**src/sv/pti_pkg.sv**
```systemverilog
`timescale 1ns / 1ps
// ============================================================================
// pti_pkg
// Shared constants, state and select codes, and controller/datapath structs
// for the packet timestamp interpolator.
// ============================================================================
package pti_pkg;

    // Block constants
    localparam int unsigned CALIBRATION_PERIOD = 64;
    localparam int unsigned UNITS_PER_SECOND   = 10000000;
    localparam int unsigned EXTRA_BYTES        = 24;

    // Field and state widths
    localparam int TICK_W  = 34;
    localparam int TIME_W  = 64;
    localparam int LEN_W   = 16;
    localparam int CNT_W   = 16;
    localparam int BYTE_W  = 32;
    localparam int SPEED_W = 32;
    localparam int HALF_W  = 32;

    localparam logic [SPEED_W-1:0] SPEED_RESET = 32'd1250;
    localparam logic [TICK_W-1:0]  TICK_RESET  = 34'd1000000000;

    // Cycle-to-time conversion: diff (64b) * UNITS_PER_SECOND, done as two halves
    localparam int UPS_W  = $clog2(UNITS_PER_SECOND + 1);
    localparam int MUL_W  = HALF_W + UPS_W;
    localparam int PROD_W = TIME_W + UPS_W;

    // Divider step counts
    localparam int STEP_W = $clog2(PROD_W + 1);
    localparam logic [STEP_W-1:0] STEPS_WIDE   = STEP_W'(PROD_W);
    localparam logic [STEP_W-1:0] STEPS_NARROW = STEP_W'(BYTE_W);

    // Configuration register indexes
    localparam int CFG_IDX_W = 2;
    localparam logic [CFG_IDX_W-1:0] REG_TICK_RATE   = 2'd0;
    localparam logic [CFG_IDX_W-1:0] REG_BASE_CYCLES = 2'd1;
    localparam logic [CFG_IDX_W-1:0] REG_BASE_TIME   = 2'd2;

    // Divider operand select
    typedef enum logic [1:0] {
        DIV_EST,
        DIV_TRUE,
        DIV_SPEED,
        DIV_OUT
    } div_sel_t;

    // Controller states
    typedef enum logic [3:0] {
        S_IDLE,
        S_DECIDE,
        S_EST_GO,
        S_EST_WAIT,
        S_MUL_LO,
        S_MUL_HI,
        S_TT_GO,
        S_TT_WAIT,
        S_UPDATE,
        S_EL_CHECK,
        S_EL_GO,
        S_EL_WAIT,
        S_ACC,
        S_OUT_GO,
        S_OUT_WAIT
    } state_t;

    // Controller to datapath
    typedef struct packed {
        logic     capture;
        logic     div_start;
        div_sel_t div_sel;
        logic     est_load;
        logic     mul_lo;
        logic     mul_hi;
        logic     now_load;
        logic     update;
        logic     speed_load;
        logic     acc;
        logic     out_load;
    } pti_cmd_t;

    // Datapath to controller
    typedef struct packed {
        logic cal;
        logic div_busy;
        logic elapsed_zero;
    } pti_status_t;

endpackage

```
**src/sv/pti_divider.sv**
```systemverilog
`timescale 1ns / 1ps
// ============================================================================
// pti_divider
// Shared restoring divider, one quotient bit per cycle. The dividend is
// left-aligned; the step count says how many of its top bits are consumed.
// ============================================================================
module pti_divider
(
    input  logic                        clk,
    input  logic                        rst_n,
    input  logic                        start,
    input  logic [pti_pkg::PROD_W-1:0]  dividend,
    input  logic [pti_pkg::TIME_W-1:0]  divisor,
    input  logic [pti_pkg::STEP_W-1:0]  steps,
    output logic                        busy,
    output logic [pti_pkg::TIME_W-1:0]  quotient
);
    import pti_pkg::*;

    logic [STEP_W-1:0] cnt_reg;
    logic [STEP_W-1:0] cnt_next;
    logic [PROD_W-1:0] num_reg;
    logic [PROD_W-1:0] num_next;
    logic [TIME_W-1:0] rem_reg;
    logic [TIME_W-1:0] rem_next;
    logic [TIME_W-1:0] quot_reg;
    logic [TIME_W-1:0] quot_next;
    logic [TIME_W-1:0] div_reg;
    logic [TIME_W-1:0] div_next;
    logic [TIME_W:0]   rem_shift;
    logic [TIME_W:0]   rem_diff;
    logic              ge;

    // One restoring step: shift in next dividend bit, try subtract
    always_comb
    begin
        rem_shift = {rem_reg, num_reg[PROD_W-1]};
        rem_diff  = rem_shift - {1'b0, div_reg};
        ge        = (rem_shift >= {1'b0, div_reg});
    end

    // Next state of the iteration
    always_comb
    begin
        cnt_next  = cnt_reg;
        num_next  = num_reg;
        rem_next  = rem_reg;
        quot_next = quot_reg;
        div_next  = div_reg;
        if (start)
        begin
            cnt_next  = steps;
            num_next  = dividend;
            rem_next  = '0;
            quot_next = '0;
            div_next  = divisor;
        end
        else if (busy)
        begin
            cnt_next  = cnt_reg - 1'b1;
            num_next  = {num_reg[PROD_W-2:0], 1'b0};
            rem_next  = ge ? rem_diff[TIME_W-1:0] : rem_shift[TIME_W-1:0];
            quot_next = {quot_reg[TIME_W-2:0], ge};
        end
    end

    // Step counter
    always_ff @(posedge clk or negedge rst_n)
    begin
        if (!rst_n)
        begin
            cnt_reg <= '0;
        end
        else
        begin
            cnt_reg <= cnt_next;
        end
    end

    // Working registers
    always_ff @(posedge clk)
    begin
        num_reg  <= num_next;
        rem_reg  <= rem_next;
        quot_reg <= quot_next;
        div_reg  <= div_next;
    end

    assign busy     = (cnt_reg != '0);
    assign quotient = quot_reg;

endmodule

```
**src/sv/pti_datapath.sv**
```systemverilog
`timescale 1ns / 1ps
// ============================================================================
// pti_datapath
// Configuration registers, interpolation state, cycle-to-time multiplier,
// shared divider and the output register.
// ============================================================================
module pti_datapath
(
    input  logic                            clk,
    input  logic                            rst_n,
    input  pti_pkg::pti_cmd_t               cmd,
    output pti_pkg::pti_status_t            status,
    input  logic                            cfg_write,
    input  logic [pti_pkg::CFG_IDX_W-1:0]   cfg_index,
    input  logic [pti_pkg::TIME_W-1:0]      cfg_data,
    input  logic [pti_pkg::LEN_W-1:0]       packet_length,
    input  logic [pti_pkg::TIME_W-1:0]      cycle_count,
    output logic [pti_pkg::TIME_W-1:0]      timestamp,
    output logic                            recalibrated
);
    import pti_pkg::*;

    // Configuration
    logic [TICK_W-1:0]  tick_rate_reg;
    logic [TIME_W-1:0]  base_cycles_reg;
    logic [TIME_W-1:0]  base_time_reg;

    // Interpolation state
    logic [CNT_W-1:0]   item_counter_reg;
    logic [TIME_W-1:0]  anchor_reg;
    logic [BYTE_W-1:0]  byte_total_reg;
    logic [SPEED_W-1:0] speed_reg;
    logic               cal_reg;

    logic [CNT_W-1:0]   item_counter_next;
    logic [TIME_W-1:0]  anchor_next;
    logic [BYTE_W-1:0]  byte_total_next;
    logic [SPEED_W-1:0] speed_next;
    logic               cal_next;

    // Per-item working registers
    logic [LEN_W-1:0]   len_reg;
    logic [TIME_W-1:0]  diff_reg;
    logic [MUL_W-1:0]   prod_lo_reg;
    logic [MUL_W-1:0]   prod_hi_reg;
    logic [TIME_W-1:0]  est_reg;
    logic [TIME_W-1:0]  now_reg;
    logic [TIME_W-1:0]  elapsed_reg;
    logic [TIME_W-1:0]  ts_reg;
    logic               recal_reg;

    // Divider interface
    logic [PROD_W-1:0]  div_dividend;
    logic [TIME_W-1:0]  div_divisor;
    logic [STEP_W-1:0]  div_steps;
    logic               div_busy;
    logic [TIME_W-1:0]  div_quot;

    logic [BYTE_W-1:0]  acc_base;
    logic [BYTE_W:0]    acc_sum;
    logic               is_cal;

    pti_divider u_div
    (
        .clk      (clk),
        .rst_n    (rst_n),
        .start    (cmd.div_start),
        .dividend (div_dividend),
        .divisor  (div_divisor),
        .steps    (div_steps),
        .busy     (div_busy),
        .quotient (div_quot)
    );

    // Divider operand select
    always_comb
    begin
        case (cmd.div_sel) inside
            DIV_TRUE:
            begin
                div_dividend = {prod_hi_reg, {HALF_W{1'b0}}} + PROD_W'(prod_lo_reg);
                div_divisor  = TIME_W'(tick_rate_reg);
                div_steps    = STEPS_WIDE;
            end
            DIV_SPEED:
            begin
                div_dividend = {byte_total_reg, {(PROD_W-BYTE_W){1'b0}}};
                div_divisor  = elapsed_reg;
                div_steps    = STEPS_NARROW;
            end
            DIV_EST, DIV_OUT:
            begin
                div_dividend = {byte_total_reg, {(PROD_W-BYTE_W){1'b0}}};
                div_divisor  = TIME_W'(speed_reg);
                div_steps    = STEPS_NARROW;
            end
            default:
            begin
                div_dividend = {byte_total_reg, {(PROD_W-BYTE_W){1'b0}}};
                div_divisor  = TIME_W'(speed_reg);
                div_steps    = STEPS_NARROW;
            end
        endcase
    end

    // Byte accumulation, saturating; cleared first on a calibrating item
    always_comb
    begin
        acc_base = cal_reg ? '0 : byte_total_reg;
        acc_sum  = {1'b0, acc_base} + (BYTE_W+1)'(len_reg)
                   + (BYTE_W+1)'(EXTRA_BYTES);
    end

    assign is_cal = (item_counter_reg == CNT_W'(CALIBRATION_PERIOD));

    // Next values of the interpolation state
    always_comb
    begin
        item_counter_next = item_counter_reg;
        cal_next          = cal_reg;
        anchor_next       = anchor_reg;
        byte_total_next   = byte_total_reg;
        speed_next        = speed_reg;

        if (cmd.capture)
        begin
            cal_next          = is_cal;
            item_counter_next = is_cal ? CNT_W'(1) : item_counter_reg + 1'b1;
        end
        if (cfg_write && (cfg_index == REG_BASE_TIME))
        begin
            anchor_next = cfg_data;
        end
        else if (cmd.update && (est_reg < now_reg))
        begin
            anchor_next = now_reg;
        end
        if (cmd.speed_load)
        begin
            speed_next = (div_quot == '0) ? SPEED_W'(1) : div_quot[SPEED_W-1:0];
        end
        if (cmd.acc)
        begin
            byte_total_next = acc_sum[BYTE_W] ? '1 : acc_sum[BYTE_W-1:0];
        end
    end

    // Configuration registers
    always_ff @(posedge clk or negedge rst_n)
    begin
        if (!rst_n)
        begin
            tick_rate_reg   <= TICK_RESET;
            base_cycles_reg <= '0;
            base_time_reg   <= '0;
        end
        else if (cfg_write)
        begin
            unique case (cfg_index)
                REG_TICK_RATE:   tick_rate_reg   <= cfg_data[TICK_W-1:0];
                REG_BASE_CYCLES: base_cycles_reg <= cfg_data;
                REG_BASE_TIME:   base_time_reg   <= cfg_data;
                default:         ;
            endcase
        end
    end

    // Interpolation state registers
    always_ff @(posedge clk or negedge rst_n)
    begin
        if (!rst_n)
        begin
            item_counter_reg <= '0;
            cal_reg          <= 1'b0;
            anchor_reg       <= '0;
            byte_total_reg   <= '0;
            speed_reg        <= SPEED_RESET;
        end
        else
        begin
            item_counter_reg <= item_counter_next;
            cal_reg          <= cal_next;
            anchor_reg       <= anchor_next;
            byte_total_reg   <= byte_total_next;
            speed_reg        <= speed_next;
        end
    end

    // Per-item working registers
    always_ff @(posedge clk)
    begin
        if (cmd.capture)
        begin
            len_reg  <= packet_length;
            diff_reg <= cycle_count - base_cycles_reg;
        end
        if (cmd.est_load)
        begin
            est_reg <= anchor_reg + div_quot;
        end
        if (cmd.mul_lo)
        begin
            prod_lo_reg <= MUL_W'(diff_reg[HALF_W-1:0]) * MUL_W'(UNITS_PER_SECOND);
        end
        if (cmd.mul_hi)
        begin
            prod_hi_reg <= MUL_W'(diff_reg[TIME_W-1:HALF_W]) * MUL_W'(UNITS_PER_SECOND);
        end
        if (cmd.now_load)
        begin
            now_reg <= div_quot + base_time_reg;
        end
        if (cmd.update)
        begin
            elapsed_reg <= now_reg - anchor_reg;
        end
        if (cmd.out_load)
        begin
            ts_reg    <= anchor_reg + div_quot;
            recal_reg <= cal_reg;
        end
    end

    assign status.cal          = cal_reg;
    assign status.div_busy     = div_busy;
    assign status.elapsed_zero = (elapsed_reg == '0);

    assign timestamp    = ts_reg;
    assign recalibrated = recal_reg;

endmodule

```
**src/sv/pti_ctrl.sv**
```systemverilog
`timescale 1ns / 1ps
// ============================================================================
// pti_ctrl
// Sequencer for one item: optional calibration, byte accumulation, output
// division; owns the input and output handshakes.
// ============================================================================
module pti_ctrl
(
    input  logic                  clk,
    input  logic                  rst_n,
    input  logic                  in_valid,
    output logic                  in_ready,
    output logic                  out_valid,
    input  logic                  out_ready,
    input  pti_pkg::pti_status_t  status,
    output pti_pkg::pti_cmd_t     cmd
);
    import pti_pkg::*;

    state_t state_reg;
    state_t state_next;
    logic   out_valid_reg;
    logic   out_valid_next;
    logic   out_free;

    assign out_free = !out_valid_reg || out_ready;

    // Next state
    always_comb
    begin
        state_next = state_reg;
        unique case (state_reg)
            S_IDLE:     if (in_valid) state_next = S_DECIDE;
            S_DECIDE:   state_next = status.cal ? S_EST_GO : S_ACC;
            S_EST_GO:   state_next = S_EST_WAIT;
            S_EST_WAIT: if (!status.div_busy) state_next = S_MUL_LO;
            S_MUL_LO:   state_next = S_MUL_HI;
            S_MUL_HI:   state_next = S_TT_GO;
            S_TT_GO:    state_next = S_TT_WAIT;
            S_TT_WAIT:  if (!status.div_busy) state_next = S_UPDATE;
            S_UPDATE:   state_next = S_EL_CHECK;
            S_EL_CHECK: state_next = status.elapsed_zero ? S_ACC : S_EL_GO;
            S_EL_GO:    state_next = S_EL_WAIT;
            S_EL_WAIT:  if (!status.div_busy) state_next = S_ACC;
            S_ACC:      state_next = S_OUT_GO;
            S_OUT_GO:   state_next = S_OUT_WAIT;
            S_OUT_WAIT: if (!status.div_busy && out_free) state_next = S_IDLE;
            default:    state_next = S_IDLE;
        endcase
    end

    // Commands to the datapath
    always_comb
    begin
        cmd         = '0;
        cmd.div_sel = DIV_EST;
        unique case (state_reg)
            S_IDLE:     cmd.capture = in_valid;
            S_DECIDE:   ;
            S_EST_GO:
            begin
                cmd.div_start = 1'b1;
                cmd.div_sel   = DIV_EST;
            end
            S_EST_WAIT: cmd.est_load = !status.div_busy;
            S_MUL_LO:   cmd.mul_lo = 1'b1;
            S_MUL_HI:   cmd.mul_hi = 1'b1;
            S_TT_GO:
            begin
                cmd.div_start = 1'b1;
                cmd.div_sel   = DIV_TRUE;
            end
            S_TT_WAIT:  cmd.now_load = !status.div_busy;
            S_UPDATE:   cmd.update = 1'b1;
            S_EL_CHECK: ;
            S_EL_GO:
            begin
                cmd.div_start = 1'b1;
                cmd.div_sel   = DIV_SPEED;
            end
            S_EL_WAIT:  cmd.speed_load = !status.div_busy;
            S_ACC:      cmd.acc = 1'b1;
            S_OUT_GO:
            begin
                cmd.div_start = 1'b1;
                cmd.div_sel   = DIV_OUT;
            end
            S_OUT_WAIT: cmd.out_load = !status.div_busy && out_free;
            default:    ;
        endcase
    end

    // Output valid: set on load, cleared when the item is taken
    always_comb
    begin
        if (cmd.out_load)
        begin
            out_valid_next = 1'b1;
        end
        else if (out_ready)
        begin
            out_valid_next = 1'b0;
        end
        else
        begin
            out_valid_next = out_valid_reg;
        end
    end

    always_ff @(posedge clk or negedge rst_n)
    begin
        if (!rst_n)
        begin
            state_reg     <= S_IDLE;
            out_valid_reg <= 1'b0;
        end
        else
        begin
            state_reg     <= state_next;
            out_valid_reg <= out_valid_next;
        end
    end

    assign in_ready  = (state_reg == S_IDLE);
    assign out_valid = out_valid_reg;

endmodule

```
**src/sv/packet_timestamp_interpolator.sv**
```systemverilog
`timescale 1ns / 1ps
// ============================================================================
// packet_timestamp_interpolator
// Estimates packet arrival times from accumulated bytes and a learned link
// speed, recalibrating against the cycle counter at a fixed item interval.
// ============================================================================
// One item is in work at a time. An ordinary item's result comes from the
// 32-step division of the byte total by the speed in the shared radix-2
// divider. One item in every 64 also recalibrates: a 32-step estimate
// division, two 32x24 partial products, an 88-step division of the scaled
// cycle difference by the tick rate and, unless no time has elapsed, a
// 32-step speed division, all on the same divider. A new item is taken as
// soon as the previous result sits in the output register; configuration
// is accepted every cycle and belongs in idle time.
module packet_timestamp_interpolator
(
    input  logic                            clk,
    input  logic                            rst_n,
    input  logic                            cfg_valid,
    output logic                            cfg_ready,
    input  logic [pti_pkg::CFG_IDX_W-1:0]   cfg_index,
    input  logic [pti_pkg::TIME_W-1:0]      cfg_data,
    input  logic                            in_valid,
    output logic                            in_ready,
    input  logic [pti_pkg::LEN_W-1:0]       packet_length,
    input  logic [pti_pkg::TIME_W-1:0]      cycle_count,
    output logic                            out_valid,
    input  logic                            out_ready,
    output logic [pti_pkg::TIME_W-1:0]      timestamp,
    output logic                            recalibrated
);
    import pti_pkg::*;

    pti_cmd_t    cmd;
    pti_status_t status;
    logic        cfg_write;

    assign cfg_ready = 1'b1;
    assign cfg_write = cfg_valid && cfg_ready;

    pti_ctrl u_ctrl
    (
        .clk       (clk),
        .rst_n     (rst_n),
        .in_valid  (in_valid),
        .in_ready  (in_ready),
        .out_valid (out_valid),
        .out_ready (out_ready),
        .status    (status),
        .cmd       (cmd)
    );

    pti_datapath u_dp
    (
        .clk           (clk),
        .rst_n         (rst_n),
        .cmd           (cmd),
        .status        (status),
        .cfg_write     (cfg_write),
        .cfg_index     (cfg_index),
        .cfg_data      (cfg_data),
        .packet_length (packet_length),
        .cycle_count   (cycle_count),
        .timestamp     (timestamp),
        .recalibrated  (recalibrated)
    );

endmodule

```
**config.mk**
```make
export PLATFORM = sky130hd
export DESIGN_NAME = packet_timestamp_interpolator
export DESIGN_NICKNAME = d
export VERILOG_FILES = /design/src/sv/pti_pkg.sv /design/src/sv/pti_divider.sv /design/src/sv/pti_datapath.sv /design/src/sv/pti_ctrl.sv /design/src/sv/packet_timestamp_interpolator.sv
export SDC_FILE = /design/constraint.sdc
export NUM_CORES = 2
export LEC_CHECK = 0
export BUFFER_PORTS_ARGS = -buffer_cell sky130_fd_sc_hd__buf_2
export CAP_MARGIN = 10
export CORE_MARGIN = 5
export CORE_UTILIZATION = 55
export CTS_BUF_LIST = sky130_fd_sc_hd__clkbuf_8
export DETAILED_ROUTE_END_ITERATION = 7
export PLACE_DENSITY_LB_ADDON = 0.15
export SYNTH_ARGS = -nofsm -noshare
export SYNTH_HDL_FRONTEND = slang
export SYNTH_SLANG_ARGS = --single-unit
```
**constraint.sdc**
```tcl
create_clock -name clk -period 15.1 [get_ports clk]
set_input_delay 1.51 -clock clk [delete_from_list [all_inputs] [get_ports clk]]
set_output_delay 1.51 -clock clk [all_outputs]
set_load 0.02 [all_outputs]
```
== Word-level counts from Yosys, hierarchy flattened ==
Index checks and enable logic that the tools add are counted.
Word-level totals
  word-level logic and storage cells: 118
  input port bits: 151
  register bits after elaboration: 1034
Operators by class
  multiply operators: 2
  add/subtract/negate cells: 10
  equality and inequality tests: 24
  mux-type cells: 35
  bitwise operators: 1
  reductions and logical operators: 19
  magnitude comparators: 2
Operator list (number)
  two-way mux 88 bit: 3
  two-way mux 64 bit: 3
  subtractor 64 bit: 3
  adder 64 bit: 2
  zero test 64 bit: 2
  multiplier 32 x 17 -> 49 bit (second input constant): 2
  two-way mux 32 bit: 3
  adder 88 x 56 -> 88 bit: 1
  two-way mux 34 bit: 2
  greater-or-equal comparator 65 x 64 -> 1 bit: 1
  < comparator 64 bit: 1
  one-hot mux 4 bit (15 select lines): 1
  adder 32 x 16 -> 33 bit: 1
  adder 33 x 5 -> 33 bit (second input constant): 1
  == test 4 bit (second input constant): 7
  two-way mux 4 bit: 6
  two-way mux 7 bit: 3
  adder 16 x 1 -> 16 bit (second input constant): 1
  == test 16 x 7 -> 1 bit (second input constant): 1
  == test 4 x 3 -> 1 bit (second input constant): 4
  two-way mux 16 bit: 1
  one-hot mux 3 bit (4 select lines): 1
  two-way mux 1 bit: 11
  == test 4 x 2 -> 1 bit (second input constant): 2
  other kinds (18): 30

== Logic depth before layout (Yosys ltp) ==
  depth in word-level cells: 5
  gate-level depth with buffers: 23
  mapped depth without buffers: 23

== By module ==
From an unflattened synthesis, not the netlist that was laid out.
Second synthesis, totals
  cells, all modules: 8280
  area total of the unflattened synthesis: 80756.2 µm²
By module, submodules not included
  pti_datapath: sequential area each 20767.4 µm², cells an instance 6596, area an instance 64949.8 µm², times used 1
  pti_divider: sequential area each 7302.0 µm², cells an instance 1610, area an instance 15255.9 µm², times used 1
  pti_ctrl: sequential area each 125.1 µm², cells an instance 72, area an instance 539.3 µm², times used 1
  packet_timestamp_interpolator: sequential area each 0.0 µm², cells an instance 2, area an instance 11.3 µm², times used 1

== Least setup slack after synthesis ==
No wires, ideal clock.
  path kind: register to register
  from: register u_dp.u_div.cnt_reg[0]
  to: register u_ctrl.out_valid_reg, in the netlist u_ctrl.out_valid
  arrival time: 8.493 ns
  buffers on the path: 2
  stages on the path, launching flop included: 10
  path slack: 6.503 ns
  setup time: 0.103 ns
  clock period less this slack: 8.597 ns
  cells stage by stage: dfrtp_1 > inv_1 > ha_1 > nand2_1 > or3_1 > or2_2 > clkbuf_1 > clkbuf_1 > nor4_1 > or2_2
RTL lines
  start, declared: line pti_divider.sv:20  | logic [STEP_W-1:0] cnt_reg;
  start signal, assigned: line pti_divider.sv:76  | cnt_reg <= cnt_next;
  end signal, assigned: line pti_ctrl.sv:120  | out_valid_reg <= out_valid_next;
  end, declared: line pti_ctrl.sv:22  | logic out_valid_reg;

== Final worst setup path ==
  from: register u_dp.diff_reg[44]
  to: register u_dp.prod_hi_reg[52], data pin
Between the ends
  longest elaborated chain between the ends: 1
Ends and longest elaborated chain
  start, declared: line pti_datapath.sv:43  | logic [TIME_W-1:0] diff_reg;
  start signal, assigned: line pti_datapath.sv:195  | diff_reg <= cycle_count - base_cycles_reg;
  multiplier 32 x 17 -> 49 bit: line pti_datapath.sv:207  | prod_hi_reg <= MUL_W'(diff_reg[TIME_W-1:HALF_W]) * MUL_W'(UNITS_PER_SECOND);
  end signal, assigned: line pti_datapath.sv:207
  end, declared: line pti_datapath.sv:45  | logic [MUL_W-1:0] prod_hi_reg;
Every way passes these cells.
A chain may end at the register's enable or synchronous reset.

==> results by group <==
Clock network
  – Clk Latency, worst-skew pair: ~0.94 ns
  – CTS buffer count: about 180
  – CTS-repair resized insts: 0
  – Post-CTS setup buffers: 0
  – Max H-tree Level: 4
  – Clock Sinks: just over 1000
  – Worst-path clk slew: about 0.060 ns
  – # hold bufs at CTS: 0
  – CTS tree: done
  – Root Driver: clkbuf_8
  – Clock Path Buffers: 3

Yosys
  – Cell Area, Synth: between 70000 and 80000 µm²
  – Async set or reset register ratio after synthesis: between 30% and 40%
  – Synthesized Nets: 9363
  – Combinational family with the most area after synthesis: adder cells
  – Synth Warn #: 0
  – Flops & latches, synth: roughly 1000
  – Sequential share of the synthesized area: a little over a third
  – Synth Area in Simple Gates: between 10% and 20%
  – Adder-cell share of the synthesized area: 23.5%
  – Post-Synth XOR/XNOR Area: a little under 5%
  – Cell types occupying the most area after synthesis: edfxtp_1 22%, ha_1 15%, dfrtp_1 9.7%
  – Yosys top cell area share: 22.3%
  – Syn Inst Count: slightly below 8000
  – Post-synthesis compound-gate area fraction: 15.8%
  – Mux share of post-synthesis cell area: around 2.9%
  – Yosys cell types: 94
  – Number of synthesized flops with an enable pin: 580
  – Prevailing post-synth register cell: edfxtp_1
  – Avg Inst Size Synth: roughly 10 µm²
  – Cell taking the most area after synthesis: edfxtp_1

Timing
  – Max-slew violations: 0
  – Max frequency: 143 MHz
  – Worst Tran Pin Value: around 1.2 ns
  – Clk_skew: roughly 0.066 ns
  – Count of final hold-check violations: 0
  – Setup TNS: 0 ns
  – RSZ-0062 raised after global routing: false
  – Final hold slack: 0.478 ns
  – Relative slew slack: roughly 20%
  – Minimum clock period: 7.02 ns
  – # setup viols final: 0
  – Period utilization: between 40% and 50%

Setup path
  – Req. time, crit path: 15.71 ns
  – Critical Path End Type: flip-flop
  – Worst Setup Path Type: flip-flop to flip-flop
  – CP Max Fanout: 6
  – Startpoint Class: flip-flop
  – Crit path DAT: between 7 and 8 ns

Cells and area
  – Layout Utilization: between 50 and 60%
  – Leading cell type in the layout, fill and taps excluded: inv_1
  – Commonest non-fill, non-tap cells in the layout: 1115 x inv_1, 929 x ha_1, 687 x nand2_1, 625 x a21oi_1, 580 x edfxtp_1
  – Nets: approximately 9500
  – Fraction of layout cells with a size suffix above 1: 8.54%
  – Area grow syn2layout: 8.53%
  – Max reg flops: 81

GRT
  – Remaining Overflow, GRT: 0
  – Vias in the first global route: between 50000 and 60000
  – Global-route wire length before repair: 352000 µm
  – Met1 usage: 44.1%
  – Met3 Use GR: under 10%
  – Pin count of the biggest net entering global routing: 78
  – Total GRT Usage: a little under a third
  – Met2 Usage GRT: a little under half
  – Most Crowded Layer GR: met2
  – Initial antenna violation count: 32

Power and ir drop
  – LEAKAGE: 39.8 nW
  – Maximum VDD drop: 0.250 mV
  – P per Cell Area: 232 nW/µm²

Floorplanning
  – Initial Util: 55.2%
  – Die Ht: ~390 µm
  – CORE AREA: approximately 140000 µm²
  – IO Count: between 200 and 250
  – Die Area: 149000 µm²
  – Rows: 138
  – Die W: 387 µm

Placement
  – Gp weighted congestion: just under 1
  – I/O Buffers: roughly 220
  – HPWL Detailed: about 180000 µm

Outcome
  – Status: complete, no violations

Drt
  – Iter 0 DRT Violations: roughly 5200
  – Final ANT Viol Nets: 0
  – DR WL/cell: 22.6 µm
  – Number of vias per cell: ~6
  – TritonRoute pass-1 iters: 7
  – Drt drc: 0
  – Overall routed net length: around 230000 µm
  – DR vias: roughly 60000

Min path
  – HP Class: flip-flop to flip-flop

Job
  – Max_cap viols: 0
## metal layers
layer  routed length [µm]  part of all wire, %  vias up
met3                18200                  7.9      360
li1                     -                    -    28200
met1               104000                   45    29600
met5                   80                0.035        -
met4                 6980                  3.0       12
met2               101000                   44     2134
## critical path: stages, from the launching register on
cell,delay [ns]
edfxtp_1,0.56
ha_1,0.43
ha_1,0.32
inv_1,0.06
fa_1,0.50
inv_1,0.05
fa_1,0.47
fa_1,0.54
inv_1,0.05
fa_1,0.52
inv_1,0.04
ha_1,0.37
nand3_1,0.12
nor4b_1,0.65
o211ai_1,0.28
a311oi_1,0.52
o211ai_1,0.23
a31oi_1,0.31
a41oi_1,0.26
o21a_1,0.24
o21bai_1,0.15
xnor2_1,0.08
## Yosys cell counts (all sizes together) (12+ instances only)
cell and count:
nor3 79, a21oi 625, clkbuf 236, or2 14, or3 18, nand2b 79
nor2b 96, and4 18, a21boi 18, dfstp 18, nand4 106, a22oi 27
o211ai 29, a22o 73, inv 1050, a41oi 21, xor2 160, and2 66
o21bai 87, o21a 41, o31ai 30, a31oi 60, mux2 100, xnor2 283
a211oi 32, edfxtp 580, ha 929, buf 38, a2111oi 12, nand3 112
dfrtp 301, a221oi 14, mux2i 113, fa 335, nor4 50, dfxtp 128
and3 63, nand2 687, a211o 16, o21ai 477, nor2 286, a21o 300
## power breakdown
part	internal [mW]	switching, mW	leakage, nW
logic	4.91	7.26	27.1
clock network	1.44	1.25	2.17
registers	4.27	0.545	10.5
## logic make-up after synthesis
group / Yosys count
adders and majority gates: 1264
buffers and inverters: 1326
other: 1
and+or+nand+nor: 1710
muxes: 213
DFF: 1027
AOI/OAI and AO/OA: 1964
xor gates and xnor gates: 443
## worst paths after layout
| check | start | to | slack, ns | depth (start not counted) |
|---|---|---|---|---|
| max in group asynchronous | rst_n | u_dp.speed_reg[13] | 11.44 | 4 |
| worst min-delay path | u_dp.u_div.rem_reg[18] | u_dp.u_div.rem_reg[18] | 0.48 | 2 |
| worst max-delay path | u_dp.diff_reg[44] | u_dp.prod_hi_reg[52] | 8.08 | 21 |
| worst min register to register | u_dp.u_div.rem_reg[18] | u_dp.u_div.rem_reg[18] | 0.48 | 2 |
| worst max register to register | u_dp.diff_reg[44] | u_dp.prod_hi_reg[52] | 8.08 | 21 |
| min in group asynchronous | rst_n | u_dp.tick_rate_reg[26] | 0.59 | 1 |
## area by class of cell
class	count	area (µm²)
clock inverter	123	774
inverter	1052	3960
antenna	15	37.5
clock buffer	216	2970
sequential	1027	28000
multi-input combinational	5595	45100
timing repair buffer	267	1470
tap	1890	2360
fill	12400	56600
## through the flow
stage	cells	worst slack (ns)	cell area, µm²	total power [mW]
2_1_floorplan	7948	6.50	78000	13.8
3_3_place_gp	9831	8.27	80900	16.7
3_5_place_dp	9831	8.17	80900	16.9
4_1_cts	10200	8.10	84600	19.7
5_1_grt	10200	7.66	84600	21.4
6_report	10200	8.08	84700	19.7
Note: power is estimated with default switching activity, not from simulation.
